## src/rtl/aarm_pkg.sv

```systemverilog
// aarm_pkg: shared types and status codes for the adc average range monitor
// no dependencies; imported by adc_average_range_monitor
`default_nettype none

package aarm_pkg;

  localparam int CH_W   = 4;   // channel field width
  localparam int SMP_W  = 8;   // sample, limit and average width
  localparam int SUM_W  = 14;  // running sum width
  localparam int CNT_W  = 6;   // sample count width
  localparam int DEB_W  = 8;   // debounce counter and register width
  localparam int STAT_W = 2;   // status code width

  localparam logic [STAT_W-1:0] ST_NORMAL = 2'd0;
  localparam logic [STAT_W-1:0] ST_OVER   = 2'd1;
  localparam logic [STAT_W-1:0] ST_UNDER  = 2'd2;

  localparam logic [DEB_W-1:0] DEB_RESET = 8'd3;

  // one input transaction as held in the input register
  typedef struct packed {
    logic [CH_W-1:0]  channel;
    logic [SMP_W-1:0] sample;
    logic [SMP_W-1:0] high_limit;
    logic [SMP_W-1:0] low_limit;
  } in_item_t;

  // one result transaction as held in the output register
  typedef struct packed {
    logic [CH_W-1:0]   channel_out;
    logic              done_res;
    logic [SMP_W-1:0]  average;
    logic [STAT_W-1:0] status;
  } out_item_t;

endpackage

`default_nettype wire

```

## src/rtl/adc_average_range_monitor.sv

```systemverilog
// adc_average_range_monitor: per-channel block averaging with a debounced
// window comparator. Depends on aarm_pkg.
//
// Usage:
//  - input channel (in_valid / in_stall): one sample per transaction with its
//    channel number and that channel's upper and lower limits
//  - result channel (out_valid / out_stall): exactly one result per input
//    transaction, in order: channel echo, block-done flag, latest average and
//    status (normal / over / under)
//  - config channel (cfg_valid / cfg_ready / cfg_data): debounce count, always
//    ready; write only while no transaction is in flight
//  - the input is captured in the input register and the result in the result
//    register; one transaction per cycle is sustained while the receiver does
//    not stall, since the per-channel read-modify-write of the state registers
//    is combinational between the input register and the result register
//  - the average is formed by a reciprocal multiply of the block sum
//  - synchronous reset clears all per-channel state, sets the debounce count
//    to 3 and empties both registers
//  - when the receiver stalls, the result register holds; the input register
//    still takes one more transaction, after which in_stall is raised
`default_nettype none

module adc_average_range_monitor
  import aarm_pkg::*;
#(
  parameter int CHANNELS  = 16,
  parameter int AVG_COUNT = 8
) (
  input  wire logic              clk,
  input  wire logic              rst_n,

  input  wire logic              in_valid,
  output logic                   in_stall,
  input  wire logic [CH_W-1:0]   in_channel,
  input  wire logic [SMP_W-1:0]  in_sample,
  input  wire logic [SMP_W-1:0]  in_high_limit,
  input  wire logic [SMP_W-1:0]  in_low_limit,

  output logic                   out_valid,
  input  wire logic              out_stall,
  output logic [CH_W-1:0]        out_channel_out,
  output logic                   out_done_res,
  output logic [SMP_W-1:0]       out_average,
  output logic [STAT_W-1:0]      out_status,

  input  wire logic              cfg_valid,
  output logic                   cfg_ready,
  input  wire logic [DEB_W-1:0]  cfg_data
);

  localparam int IDX_W = (CHANNELS > 1) ? $clog2(CHANNELS) : 1;
  localparam logic [CH_W:0]    CH_LIM  = (CH_W + 1)'(CHANNELS);
  localparam logic [CNT_W:0]   AVG_LIM = (CNT_W + 1)'(AVG_COUNT);
  // reciprocal of the block length, exact for every 14-bit sum
  localparam int               RCP_SH  = 21;
  localparam int               RCP_W   = RCP_SH + 1;
  localparam logic [RCP_W-1:0] RECIP   =
    RCP_W'(((2 ** RCP_SH) + AVG_COUNT - 1) / AVG_COUNT);
  localparam int               PROD_W  = SUM_W + RCP_W;

  // pipeline registers
  logic      s1_vld_r, s1_vld_nxt;
  in_item_t  s1_item_r;
  logic      out_vld_r, out_vld_nxt;
  out_item_t out_item_r, out_item_nxt;
  logic      s1_adv;
  logic      in_acc;

  logic [DEB_W-1:0] deb_times_r;

  // per-channel state
  logic [SUM_W-1:0]  sum_r   [CHANNELS];
  logic [CNT_W-1:0]  cnt_r   [CHANNELS];
  logic [SMP_W-1:0]  avg_r   [CHANNELS];
  logic [STAT_W-1:0] stat_r  [CHANNELS];
  logic [DEB_W-1:0]  deb_r   [CHANNELS];

  logic [IDX_W-1:0]  idx;
  logic              ch_ok;
  logic [SUM_W-1:0]  sum_add;
  logic [CNT_W:0]    cnt_inc;
  logic              blk_done;
  logic [PROD_W-1:0] prod;
  logic [SMP_W-1:0]  avg_new;
  logic [STAT_W-1:0] st_cur;
  logic              qual;
  logic [STAT_W-1:0] tgt;
  logic [DEB_W-1:0]  deb_inc;
  logic [SUM_W-1:0]  sum_nxt;
  logic [CNT_W-1:0]  cnt_nxt;
  logic [SMP_W-1:0]  avg_nxt;
  logic [STAT_W-1:0] stat_nxt;
  logic [DEB_W-1:0]  deb_nxt;

  // handshake
  assign s1_adv      = s1_vld_r & (~out_vld_r | ~out_stall);
  assign in_stall    = s1_vld_r & ~s1_adv;
  assign in_acc      = in_valid & ~in_stall;
  assign s1_vld_nxt  = in_acc | (s1_vld_r & ~s1_adv);
  assign out_vld_nxt = s1_adv | (out_vld_r & out_stall);
  assign cfg_ready   = 1'b1;

  // per-channel read-modify-write
  assign idx      = s1_item_r.channel[IDX_W-1:0];
  assign ch_ok    = {1'b0, s1_item_r.channel} < CH_LIM;
  assign sum_add  = sum_r[idx] + SUM_W'(s1_item_r.sample);
  assign cnt_inc  = {1'b0, cnt_r[idx]} + (CNT_W + 1)'(1);
  assign blk_done = cnt_inc >= AVG_LIM;
  assign prod     = PROD_W'(sum_add) * PROD_W'(RECIP);
  assign avg_new  = prod[RCP_SH +: SMP_W];
  assign st_cur   = stat_r[idx];
  assign deb_inc  = deb_r[idx] + DEB_W'(1);

  // window comparison, checks in priority order per current status
  always_comb begin
    qual = 1'b0;
    tgt  = st_cur;
    unique case (st_cur)
      ST_NORMAL: begin
        if (avg_new >= s1_item_r.high_limit) begin
          qual = 1'b1;
          tgt  = ST_OVER;
        end else if (avg_new <= s1_item_r.low_limit) begin
          qual = 1'b1;
          tgt  = ST_UNDER;
        end
      end
      ST_OVER: begin
        if (avg_new <= s1_item_r.low_limit) begin
          qual = 1'b1;
          tgt  = ST_UNDER;
        end else if (avg_new < s1_item_r.high_limit) begin
          qual = 1'b1;
          tgt  = ST_NORMAL;
        end
      end
      ST_UNDER: begin
        if (avg_new >= s1_item_r.high_limit) begin
          qual = 1'b1;
          tgt  = ST_OVER;
        end else if (avg_new > s1_item_r.low_limit) begin
          qual = 1'b1;
          tgt  = ST_NORMAL;
        end
      end
      default: begin
        qual = 1'b0;
        tgt  = st_cur;
      end
    endcase
  end

  always_comb begin
    sum_nxt  = sum_add;
    cnt_nxt  = cnt_inc[CNT_W-1:0];
    avg_nxt  = avg_r[idx];
    stat_nxt = st_cur;
    deb_nxt  = deb_r[idx];
    if (blk_done) begin
      sum_nxt = '0;
      cnt_nxt = '0;
      avg_nxt = avg_new;
      // unknown status code leaves counter and status alone
      if (st_cur == ST_NORMAL || st_cur == ST_OVER || st_cur == ST_UNDER) begin
        if (!qual) begin
          deb_nxt = '0;
        end else if (deb_inc >= deb_times_r) begin
          deb_nxt  = '0;
          stat_nxt = tgt;
        end else begin
          deb_nxt = deb_inc;
        end
      end
    end
  end

  always_comb begin
    out_item_nxt.channel_out = s1_item_r.channel;
    out_item_nxt.done_res    = ch_ok & blk_done;
    out_item_nxt.average     = ch_ok ? avg_nxt : '0;
    out_item_nxt.status      = ch_ok ? stat_nxt : ST_NORMAL;
  end

  // control and configuration
  always_ff @(posedge clk) begin
    if (!rst_n) begin
      s1_vld_r    <= 1'b0;
      out_vld_r   <= 1'b0;
      deb_times_r <= DEB_RESET;
    end else begin
      s1_vld_r  <= s1_vld_nxt;
      out_vld_r <= out_vld_nxt;
      if (cfg_valid && cfg_ready) begin
        deb_times_r <= cfg_data;
      end
    end
  end

  // payload registers
  always_ff @(posedge clk) begin
    if (in_acc) begin
      s1_item_r.channel    <= in_channel;
      s1_item_r.sample     <= in_sample;
      s1_item_r.high_limit <= in_high_limit;
      s1_item_r.low_limit  <= in_low_limit;
    end
    if (s1_adv) begin
      out_item_r <= out_item_nxt;
    end
  end

  // channel state, written as a transaction for a valid channel moves to the result register
  always_ff @(posedge clk) begin
    if (!rst_n) begin
      for (int i = 0; i < CHANNELS; i++) begin
        sum_r[i]  <= '0;
        cnt_r[i]  <= '0;
        avg_r[i]  <= '0;
        stat_r[i] <= ST_NORMAL;
        deb_r[i]  <= '0;
      end
    end else if (s1_adv && ch_ok) begin
      sum_r[idx]  <= sum_nxt;
      cnt_r[idx]  <= cnt_nxt;
      avg_r[idx]  <= avg_nxt;
      stat_r[idx] <= stat_nxt;
      deb_r[idx]  <= deb_nxt;
    end
  end

  assign out_valid       = out_vld_r;
  assign out_channel_out = out_item_r.channel_out;
  assign out_done_res    = out_item_r.done_res;
  assign out_average     = out_item_r.average;
  assign out_status      = out_item_r.status;

endmodule

`default_nettype wire
```

## config.mk

```make
export PLATFORM = sky130hd
export DESIGN_NAME = adc_average_range_monitor
export DESIGN_NICKNAME = d
export VERILOG_FILES = /design/src/rtl/aarm_pkg.sv /design/src/rtl/adc_average_range_monitor.sv
export SDC_FILE = /design/constraint.sdc
export NUM_CORES = 1
export LEC_CHECK = 0
export BUFFER_PORTS_ARGS = -buffer_cell sky130_fd_sc_hd__buf_4
export CORE_MARGIN = 3
export CORE_UTILIZATION = 60
export CTS_BUF_LIST = sky130_fd_sc_hd__clkbuf_8 sky130_fd_sc_hd__clkbuf_16
export DETAILED_ROUTE_END_ITERATION = 8
export PLACE_DENSITY = 0.77
export SYNTH_ARGS = -nofsm -noshare
export SYNTH_HDL_FRONTEND = slang
export SYNTH_SLANG_ARGS = --single-unit
export TNS_END_PERCENT = 20
```

## constraint.sdc

```tcl
create_clock -name clk -period 12.6 [get_ports clk]
set_input_delay 1.89 -clock clk [delete_from_list [all_inputs] [get_ports clk]]
set_output_delay 1.89 -clock clk [all_outputs]
set_load 0.02 [all_outputs]
```

==> results of run 1 <==
## cell type report
cell class              count  area (um2)  share of cell area
clock inverters            46         415              0.0137
inverters                  43         161             0.00531
repair buffers             95         738              0.0243
multi-input cells        1050        8330               0.274
clock buffers              66        1600              0.0525
flip-flops and latches    617       18400               0.606
well taps                 592         741              0.0244
## synthesized netlist by cell type (7+ instances only)
| cell type | instances |
|---|---|
| buf_2 | 25 |
| a21oi_1 | 12 |
| nand3_1 | 13 |
| nor2_4 | 10 |
| buf_1 | 8 |
| mux2i_1 | 8 |
| clkbuf_1 | 59 |
| nor2_1 | 505 |
| nand2_1 | 76 |
| mux4_2 | 145 |
| dfxtp_1 | 14 |
| nand2_2 | 11 |
| inv_1 | 41 |
| edfxtp_1 | 603 |
| o21ai_0 | 12 |
| nor2_2 | 21 |
| mux2i_4 | 8 |
| ha_1 | 34 |
| mux4_1 | 9 |
| nor2b_1 | 19 |
| buf_6 | 15 |
| a22oi_1 | 18 |
| buf_4 | 19 |
| a22oi_4 | 7 |
## per-stage QoR
stage,setup slack [ns],cells,utilization,hold WS [ns]
2_1_floorplan,6.25,1842,-,0.449
3_3_place_gp,5.77,2397,0.635,0.481
3_5_place_dp,5.44,2397,0.635,0.481
4_1_cts,5.33,2509,0.680,0.500
5_1_grt,4.95,2509,0.680,0.547
6_report,5.35,2509,0.680,0.501
## cell families (layout without fill, tap and decap cells)
group | Yosys count | in the layout | synth area share
flops | 617 | 617 | 0.671
mux | 173 | 173 | 0.139
buf+inv | 175 | 250 | 0.0344
fa+ha+maj | 35 | 35 | 0.0163
xor+xnor | 9 | 9 | 0.00288
other cells | 2 | 49 | 0.000274
simple gates | 695 | 695 | 0.107
compound gates | 89 | 89 | 0.0293
## worst max path at each step
stage / endpoint / slack (ns) / cells past startpoint
after floorplan: deb_r[0][6] / 6.25 / 28
after global placement: deb_r[2][6] / 5.77 / 19
after detailed placement: deb_r[3][6] / 5.44 / 19
after CTS: deb_r[2][6] / 5.33 / 19
after global routing: deb_r[4][6] / 4.95 / 19
final: deb_r[2][6] / 5.35 / 19
## power by group through the flow
stage | sequential (mW) | combinational [mW] | clock, mW
5_1_grt | 2.39 | 0.810 | 1.92
3_3_place_gp | 2.42 | 0.732 | 0
2_1_floorplan | 2.41 | 0.581 | 0
3_5_place_dp | 2.43 | 0.749 | 0
4_1_cts | 2.38 | 0.755 | 1.84
6_report | 2.38 | 0.763 | 1.83
## registers in the layout, summed over array words and instances, names as in the netlist, named ones only
signal and flops:
deb_r 128, out_status 2, cnt_r 96, s1_vld_r 1
s1_item_r 24, sum_r 176, deb_times_r 8, idx 4
out_done_res 1, stat_r 32, out_valid 1, out_average 8
avg_r 128, out_channel_out 4
## worst min-delay path, delay by kind of cell (launching register included)
kind | cells | cell delay (ns)
flops | 1 | 0.34
mux | 1 | 0.07
simple gates | 1 | 0.06
## layout by cell type, fill, tap and decap left out, types with 8 or more instances in the layout
| cell | n |
|---|---|
| o21ai_0 | 12 |
| mux2i_4 | 8 |
| nand2_1 | 55 |
| inv_1 | 56 |
| mux2i_1 | 8 |
| nand3_1 | 9 |
| a21oi_1 | 12 |
| nor2b_1 | 19 |
| ha_1 | 34 |
| a22oi_1 | 18 |
| nor2_1 | 505 |
| conb_1 | 49 |
| bufinv_16 | 8 |
| clkinv_2 | 13 |
| buf_4 | 93 |
| nor2_4 | 10 |
| mux4_2 | 145 |
| nand2_2 | 32 |
| edfxtp_1 | 603 |
| mux4_1 | 9 |
| dfxtp_1 | 10 |
| nor2_2 | 21 |
| clkbuf_16 | 61 |
## per-layer routing
layer | up-vias | wire length [um] | GRT usage | part of all wire
met5 | - | 0 | 0 | 0
met4 | 0 | 3160 | 0.126 | 0.044
met3 | 237 | 9480 | 0.0678 | 0.13
met2 | 1251 | 34700 | 0.496 | 0.48
met1 | 8162 | 25000 | 0.424 | 0.35
li1 | 6719 | - | - | -
==> reports/qor.csv, run 1 <==
metric,value,unit
status,completed,
die_y,220,um
avgRoutedWirePerCell,28.9,um
drc,0,
fin_skew,0.0161,ns
place_hpwl,38500,um
swShare,0.265,
ys_types,72,
grt_antenna_before_repair,0,
antenna_left,0,
drt_wl_total,72400,um
area_growth,10.8,%
hold_viol_final,0,
seqPwrFrac,0.479,
nets,1943,
cp-end-kind,flop,
min_to,deb_times_r[0],
p_clk_frac,0.367,
grt_max_degree,95,
relSlewSlack,0.186,
synthCells,1795,
drt_pass1_iterations,6,
syn_avg_cell_area,15.3,um2
clk_latency,0.63,ns
yosysSeqAreaShare,0.671,
fillers,2904,
maxCapViolCount,0,
post_cts_buffers,0,
worstMarginPinSlew,1.22,ns
hold_path_startpoint,deb_times_r[0],
portBuffers,57,
rsz0062_at_grt,no,
cts-root-buf,clkbuf_16,
async_flop_share,0,
worst_hold_path_type,flop to flop,
min_path_cells,2,
grt_pass1_vias,16700,
period_share,0.576,
rows,77,
grt-ovfl-total,0,
total_power,4.97,mW
internal-power,3.65,mW
synth_ff_type,edfxtp_1,
maxSlewViolCount,0,
combPwrFrac,0.154,
core,44700,um2
setup_viol,0,
powerDensity,164,nW/um2
io_pins,59,
required,12.94,ns
slowest_delay,0.96,ns
viasPerCell,6.52,
drtIter0Drc,2263,
grt_first_pass_wirelength,107000,um
synth.yosys.warnings,0,
crit_chain,mux4_2 > mux4_2 > ha_1 > inv_1 > fa_1 > nor2b_1 > o21ai_0 > a21boi_0 > o21ai_0 > a211oi_1 > xor2_1 > ha_1 > a21oi_1 > o21ai_0 > or3_1 > o21ai_2 > a21oi_4 > a22oi_4 > nor2_1,
netlist_area,27400,um2
fin_area,30400,um2
worst_setup_path_start_kind,flop,
grtUsageTotal,0.311,
cts_tree,done,
drive_above_1_share,0.230,
p_switching,1.32,mW
timing.reg2reg.setup_slack,5.35,ns
critPathKind,flop to flop,
numCtsBuffers,60,
yosysTopAreaCellShare,0.661,
ctsHoldBuffers,0,
synthTopCellsByArea,"edfxtp_1 66%, mux4_2 12%, nor2_1 6.9%, ha_1 1.6%, nand2_1 1.0%",
cts_buffer_depth,3,
fin_crit,7.25,ns
dpl_cell_area,28400,um2
n_antenna_cell,0,
worst_ep_arrival_time,7.60,ns
max_freq,0.138,GHz
htree_num_levels,2,
leakagePower,10.9,nW
reg2reg_depth,19,
final.setup.tns,0,ns
synth_edf_count,603,
clkSinkCount,617,
start_util,0.613,
post_cts_resize_count,0,
vdd_drop_max,0.000102,V
crit_top_cell,o21ai_0,
routabilityCongestion,0.906,
clk_pin_slew,0.06,ns
die_width,220,um
crit_buf_inv,1,
cp_max_fo,44,
cp_slowest_cell,dfxtp_4,
via_count,16400,
crit_family,compound AO/OA/AOI/OAI gates,
ys_ff_latch,617,
synth_top_area_cell,edfxtp_1,
dieArea,48300,um2
reg2reg_to,deb_r[2][6],
(Power assumes the default switching activity.)
==> inputs of run 2 (changes only) <==
==> constraint.sdc (replaced) <==
create_clock -name clk -period 6.9 [get_ports clk]
set_input_delay 1.035 -clock clk [delete_from_list [all_inputs] [get_ports clk]]
set_output_delay 1.035 -clock clk [all_outputs]
set_load 0.02 [all_outputs]
==> reports/qor.csv, run 2 (same netlist as run 1, synthesis figures left out) <==
metric,value,unit
dpl_cell_area,28500,um2
place_hpwl,39400,um
worst_setup_path_start_kind,flop,
required,7.35,ns
fillers,2954,
htree_num_levels,2,
nets,1958,
holdWs,0.498,ns
n_antenna_cell,0,
ctsHoldBuffers,0,
portBuffers,57,
grt-ovfl-total,0,
drt_wl_total,72700,um
grt_max_degree,103,
cts_tree,done,
fin_area,30300,um2
io_pins,59,
grt_first_pass_wirelength,107000,um
clk_latency,0.62,ns
grt_antenna_before_repair,1,
avgRoutedWirePerCell,28.9,um
final.setup.tns,0,ns
fin_crit,6.36,ns
drt_pass1_iterations,6,
hold_viol_final,0,
numCtsBuffers,57,
setup_viol,0,
die_width,220,um
reg2reg_depth,21,
relSlewSlack,0.223,
layout_commonest_cell,edfxtp_1,
drc,0,
maxCapViolCount,0,
worst_ep_arrival_time,6.81,ns
reg2reg_to,deb_r[5][0],
drtIter0Drc,2441,
timing.reg2reg.setup_slack,0.54,ns
worst_hold_path_type,flop to flop,
min_to,deb_times_r[1],
regArea,18400,um2
multiInputGateArea,8340,um2
cts_buffer_depth,3,
powerDensity,290,nW/um2
viasPerCell,6.46,
largest_reg_flops,176,
reg_top3,"sum_r: 176 flops, avg_r: 128 flops, deb_r: 128 flops",
drive_above_1_share,0.233,
leakagePower,10.8,nW
regMostFlops,sum_r,
die_y,220,um
worstMarginPinSlew,1.16,ns
start_util,0.613,
antenna_left,0,
period_share,0.922,
maxSlewViolCount,0,
cp-end-kind,flop,
core,44700,um2
mostFrequentLayoutCells,"603 x edfxtp_1, 505 x nor2_1, 145 x mux4_2, 109 x buf_4",
rsz0062_at_grt,no,
cts-root-buf,clkbuf_16,
max_freq,0.157,GHz
clkSinkCount,617,
hold_path_startpoint,deb_times_r[1],
min_path_cells,2,
cp_max_fo,18,
area_growth,10.5,%
critPathKind,flop to flop,
routabilityCongestion,0.862,
vdd_drop_max,0.000194,V
via_count,16300,
dieArea,48300,um2
grtUsageTotal,0.312,
fin_skew,0.0299,ns
rows,77,
grt_pass1_vias,16400,
status,completed,
clk_pin_slew,0.07,ns
## run 2: changes by cell type in the layout (fill, tap and decap cells not counted), sizes merged
cell      previous run  this run
bufinv               8         4
clkinvlp             1         0
buf                 95       113
clkinv              21        27
inv                 59        61
clkbuf              66        57
## run 2: where the power goes
group | switching [mW] | internal, mW | total [mW]
clock | 1.35 | 1.65 | 3.00
sequential | 0.0635 | 4.28 | 4.34
combinational | 0.967 | 0.484 | 1.45
## run 2: critical path, cell delays in order (launching register included)
cell and delay, ns:
dfxtp_4 0.56, mux4_2 0.56, mux4_2 0.49, ha_1 0.22, inv_1 0.08, fa_1 0.22
nor2b_1 0.07, o21ai_0 0.24, a21boi_0 0.16, o21ai_0 0.42, a211oi_1 0.16, xor2_1 0.56
ha_1 0.37, o21ai_0 0.08, nor2_1 0.08, nor4b_1 0.52, or2_2 0.26, o21ai_4 0.10
a211oi_4 0.55, mux2i_4 0.14, buf_12 0.20, nor2_1 0.11
## run 2: routing by layer
| metal | wire length (um) | track usage | up-vias |
|---|---|---|---|
| met5 | 13 | 0 | - |
| met4 | 3200 | 0.126 | 2 |
| met3 | 8490 | 0.0569 | 231 |
| met2 | 35900 | 0.517 | 1156 |
| met1 | 25100 | 0.417 | 8135 |
| li1 | - | - | 6757 |
## run 2: timing repair
item | CTS | global route
setup endpoints to repair | 0 | 128
resized for setup | 0 | 2
buffers inserted | 0 | 1
## run 2: cell type report
cell class	count	area share
multi-input combinational	1050	0.275
inverter	43	0.00533
timing repair buffer	113	0.0294
clock inverter	49	0.0108
tap	592	0.0245
sequential	617	0.608
clock buffer	57	0.0471
## run 2: metrics by stage
stage               utilization  total power, mW  instances  setup slack, ns
floorplan                     -             5.46       1842            0.554
global placement          0.637             5.79       2414            0.433
detailed placement        0.637             5.83       2414            0.214
CTS                       0.677             8.78       2520            0.125
global route              0.677             9.06       2521            0.124
finish                    0.677             8.79       2521            0.537
## run 2: worst max-delay path by stage
stage / end / slack, ns / startpoint / cells past startpoint
global placement: deb_r[5][0] / 0.43 / flop / 19
finish: deb_r[5][0] / 0.54 / flop / 21
detailed placement: deb_r[5][0] / 0.21 / flop / 19
global route: deb_r[7][1] / 0.12 / flop / 20
CTS: deb_r[5][0] / 0.12 / flop / 19
floorplan: deb_r[0][6] / 0.55 / flop / 28
